## config.mk

```make
export PLATFORM = sky130hd
export DESIGN_NAME = vfc_cfg_regs
export DESIGN_NICKNAME = d
export VERILOG_FILES = /design/src/design/vfc_pkg.sv /design/src/design/vfc_cfg_regs.sv
export SDC_FILE = /design/constraint.sdc
export NUM_CORES = 1
export LEC_CHECK = 0
export ABC_AREA = 1
export BUFFER_PORTS_ARGS = -buffer_cell sky130_fd_sc_hd__clkbuf_2
export CORE_MARGIN = 5
export CORE_UTILIZATION = 59
export DETAILED_ROUTE_END_ITERATION = 8
export PLACE_DENSITY = 0.82
export SLEW_MARGIN = 20
export SYNTH_ARGS = -nofsm -noshare
export SYNTH_HDL_FRONTEND = slang
export SYNTH_SLANG_ARGS = --single-unit
```

## constraint.sdc

```tcl
create_clock -name clk -period 4.9 [get_ports clk]
set_input_delay 0.245 -clock clk [delete_from_list [all_inputs] [get_ports clk]]
set_output_delay 0.245 -clock clk [all_outputs]
set_load 0.01 [all_outputs]
```

## src/design/vfc_pkg.sv

```systemverilog
// ----------------------------------------------------------------------------
// vfc_pkg - shared types and constants for the voxel face culling unit
// Item kinds, side codes, register indexes, face-to-tile-byte map and the
// control bundle between the sequencer and the storage block.
// ----------------------------------------------------------------------------
package vfc_pkg;

  // Input item kinds
  localparam logic [1:0] KIND_VOXEL = 2'd0;
  localparam logic [1:0] KIND_SLICE = 2'd1;
  localparam logic [1:0] KIND_QUERY = 2'd2;

  // Side / face codes
  localparam logic [2:0] SIDE_TOP    = 3'd0;
  localparam logic [2:0] SIDE_BOTTOM = 3'd1;
  localparam logic [2:0] SIDE_PX     = 3'd2;
  localparam logic [2:0] SIDE_NX     = 3'd3;
  localparam logic [2:0] SIDE_PZ     = 3'd4;
  localparam logic [2:0] SIDE_NZ     = 3'd5;
  localparam int         SIDE_COUNT  = 6;

  // Configuration register indexes
  localparam logic [2:0] CFG_NEIGHBOR_PRESENT = 3'd0;
  localparam logic [2:0] CFG_TYPE_COUNT       = 3'd1;
  localparam logic [2:0] CFG_FACES_FIRST      = 3'd2;

  localparam int TILE_WORD_W = 48;

  // Byte of the type tile word that holds each face direction
  localparam logic [2:0] FACE_BYTE [SIDE_COUNT] = '{3'd2, 3'd3, 3'd4, 3'd5, 3'd0, 3'd1};

  // Storage access strobes for one cycle
  typedef struct packed {
    logic vox_wr;
    logic vox_rd;
    logic slc_wr;
    logic slc_rd;
  } mem_ctrl_t;

  // Configuration status seen by the sequencer
  typedef struct packed {
    logic [SIDE_COUNT-1:0] present;
    logic                  unknown;
  } cfg_stat_t;

endpackage

```

## src/design/vfc_cfg_regs.sv

```systemverilog
// ----------------------------------------------------------------------------
// vfc_cfg_regs - configuration registers and type tile lookup
// Holds neighbor presence, the registered type count and one tile word per
// type; returns the tile word and the unknown flag for a voxel type id.
// ----------------------------------------------------------------------------
module vfc_cfg_regs
  import vfc_pkg::*;
#(
  parameter int MAX_TYPES = 6
) (
  input  logic                   clk,
  input  logic                   rst_n,
  input  logic                   cfg_wr_en,
  input  logic [2:0]             cfg_index,
  input  logic [TILE_WORD_W-1:0] cfg_wdata,
  input  logic [7:0]             type_id,
  output logic [TILE_WORD_W-1:0] tile_word,
  output cfg_stat_t              stat
);

  logic [SIDE_COUNT-1:0]  present_r;
  logic [2:0]             type_count_r;
  logic [TILE_WORD_W-1:0] tab_r [MAX_TYPES];
  logic [2:0]             limit;

  // Write registers; table entries beyond MAX_TYPES are never read
  always_ff @(posedge clk) begin
    if (!rst_n) begin
      present_r    <= '0;
      type_count_r <= '0;
      for (int i = 0; i < MAX_TYPES; i++) begin
        tab_r[i] <= '0;
      end
    end else if (cfg_wr_en) begin
      if (cfg_index == CFG_NEIGHBOR_PRESENT) begin
        present_r <= cfg_wdata[SIDE_COUNT-1:0];
      end
      if (cfg_index == CFG_TYPE_COUNT) begin
        type_count_r <= cfg_wdata[2:0];
      end
      for (int i = 0; i < MAX_TYPES; i++) begin
        if (cfg_index == CFG_FACES_FIRST + 3'(i)) begin
          tab_r[i] <= cfg_wdata;
        end
      end
    end
  end

  // Clamp the count and look up the type word
  always_comb begin
    limit        = (type_count_r > 3'(MAX_TYPES)) ? 3'(MAX_TYPES) : type_count_r;
    stat.present = present_r;
    stat.unknown = (type_id > {5'b0, limit});
    tile_word    = '0;
    for (int i = 0; i < MAX_TYPES; i++) begin
      if (!stat.unknown && type_id == 8'(i + 1)) begin
        tile_word = tab_r[i];
      end
    end
  end

endmodule

```

==> metrics.txt <==
Iter 0 DRT Violations=899; Post-Syn Nets=1271; sw power=1.101 mW; # placed instances=1549; Worst EP arrival=3620 ps; Synth cell types=23; power density cells=358.8 nW/µm²; max frequency=259.0 MHz; total I/O pin count=117; Starting Density=0.6029; root buffer cell=clkbuf_16; CTS Hold Bufs=0; WL final=30310 µm; maxcap violations=0; Reg2Reg Setup Slack=4210 ps; fin worst setup slack=1039 ps; Yosys warnings=0; Gate power share=0.042; Final TNS setup=0 ps; Initial DRT Pass Iterations=6; Final Util=0.6854; routed via count=9207; Hold WS=77.91 ps; post-CTS resize count=0; r2r worst-path depth=2; largest net degree at the start of global routing=74; worst-skew pair later-pin latency=520 ps; CTS H-Tree Depth=1; max-slew violations=0; GPL Wtd Cong=0.7931; fillcell total=1512; critical path type=flip-flop to output port; Critical Path Start Type=flip-flop; Final Cell Area=14450 µm²; post-CTS setup buffer count=0; Setup Viol. Count Final=0; Place WS=1705 ps; total power=5.185 mW; global-route wire length before repair=47650 µm; overall routing resource usage=0.2478; Final nets=1371; area of the multi-input gates=3359 µm²; Flop pwr share=0.578; DIE AREA=24580 µm²; Post-Synthesis Cells=1206; WL/cell=18.93 µm; Reg area=8828 µm²; minimum clock period=3861 ps; HP Class=input pin to flip-flop; outcome=completed; fin crit share=0.7880; Slew HR=0.3026; placed cell area=13600 µm²; Slew @ Worst Pin=1043 ps; hold path depth=3; fin cells=1601; Die W=156.8 µm; CP max FO=73; Port Buf Inserts=116; CTS Sinks=297; CTS Buffer Depth=3; share of cells above drive strength 1=0.1442; clock share of power=0.380; vias in the first global route=9340; total congestion overflow=0; Yosys reg bits=297; DR vias/cell=5.751; Num CTS Buffers=29; HPWL after DPL=18270 µm; most common cell after layout, fill and taps aside=nor2_1; RSZ-0062 raised after global routing=false; CP required=4660 ps; Placeable Area=21090 µm²; CTS tree=done; Mapped Area=12710 µm²; DRC Markers=0; most frequent cells in the layout=nor2_1, edfxtp_1, nand2_1; clock-pin slew of the registers on the worst-case setup and hold paths=60 ps; site row count=53; Die Y=156.8 µm; antenna violations before repair=1; Final Hold Vio Count=0; switching fraction of total power=0.2124; Leak=5.898 nW; Worst Skew=0 ps; Worst setup EP type=output port; Area Growth Syn to Fin=13.69%; DRT antenna net count=0; Pint=4.084 mW; Max IR drop VDD=0.0003617 V; Mapped Avg Cell Area=10.54 µm²; Seq/Total Area, Yosys=0.6944
## registers in the layout, summed over array words and instances (netlist names)
name,flops
present_r,6
tab_r,288
type_count_r,3
## final timing paths
kind,from,endpoint
worst max-delay path,type_count_r[0],tile_word[5]
worst min-delay path,cfg_wdata[22],tab_r[3][22]
worst max register to register,present_r[4],present_r[4]
worst min register to register,type_count_r[0],type_count_r[0]
## worst max-delay path, cell delays in order, from the launching register on
cell	delay (ps)
dfxtp_1	320
a21boi_0	220
ha_1	190
inv_1	40
nand2_1	50
nand2_1	40
nand2_1	50
nand3_1	110
nand2_4	270
buf_4	630
nand3_1	390
o21ai_0	280
nand3_1	100
nand2_1	70
nand2_1	80
clkbuf_2	140
## power groups by stage
stage                     Sequential (mW)  Clock (mW)  Combinational, mW
after floorplan                      3.05           0              0.112
after global placement               3.04           0              0.205
after detailed placement             3.05           0              0.213
after CTS                            3.00        1.98              0.215
after global routing                 3.01        2.09              0.237
final                                3.00        1.97              0.217
## kinds of logic after synthesis
family,count (synthesis),synth area share
adders and majority gates,3,0.002953
buffers and inverters,153,0.04950
and+or+nand+nor,675,0.2222
AOI/OAI and AO/OA,78,0.03090
DFF,297,0.6944
## cells in the mapped netlist
library cell,n,share of area
nand3b_1,1,0.00059
dfxtp_1,9,0.014
ha_1,3,0.0030
nand2_1,213,0.063
clkinv_1,1,0.00029
inv_2,1,0.00029
nor2_1,299,0.088
buf_1,2,0.00059
edfxtp_1,288,0.68
clkbuf_1,46,0.014
nor4_4,1,0.0017
nor2_2,2,0.00098
o21ai_0,23,0.0091
a21boi_0,1,0.00059
nor3_1,2,0.00079
buf_2,17,0.0067
inv_1,81,0.024
buf_6,4,0.0035
nand4_1,49,0.024
nor3_2,1,0.00079
a21oi_1,54,0.021
buf_4,1,0.00059
nand3_1,107,0.042
## final cells by class
class	instances	share of cell area
Antenna cell	1	0.0001731
Clock buffer	40	0.05306
Clock inverter	10	0.003289
Inverter	83	0.02155
Multi-Input combinational cell	756	0.2324
Sequential cell	297	0.6108
Tap cell	275	0.02381
Timing Repair Buffer	139	0.05488
## metal layers
| layer | routed length, µm | vias to the layer above | track usage |
|---|---|---|---|
| met2 | 15650 | 464 | 0.4440 |
| met3 | 2629 | 71 | 0.03706 |
| met4 | 861 | 0 | 0.08017 |
| met1 | 11170 | 4388 | 0.3110 |
| met5 | 0 | - | 0 |
| li1 | - | 4284 | - |
(Power assumes the default switching activity.)
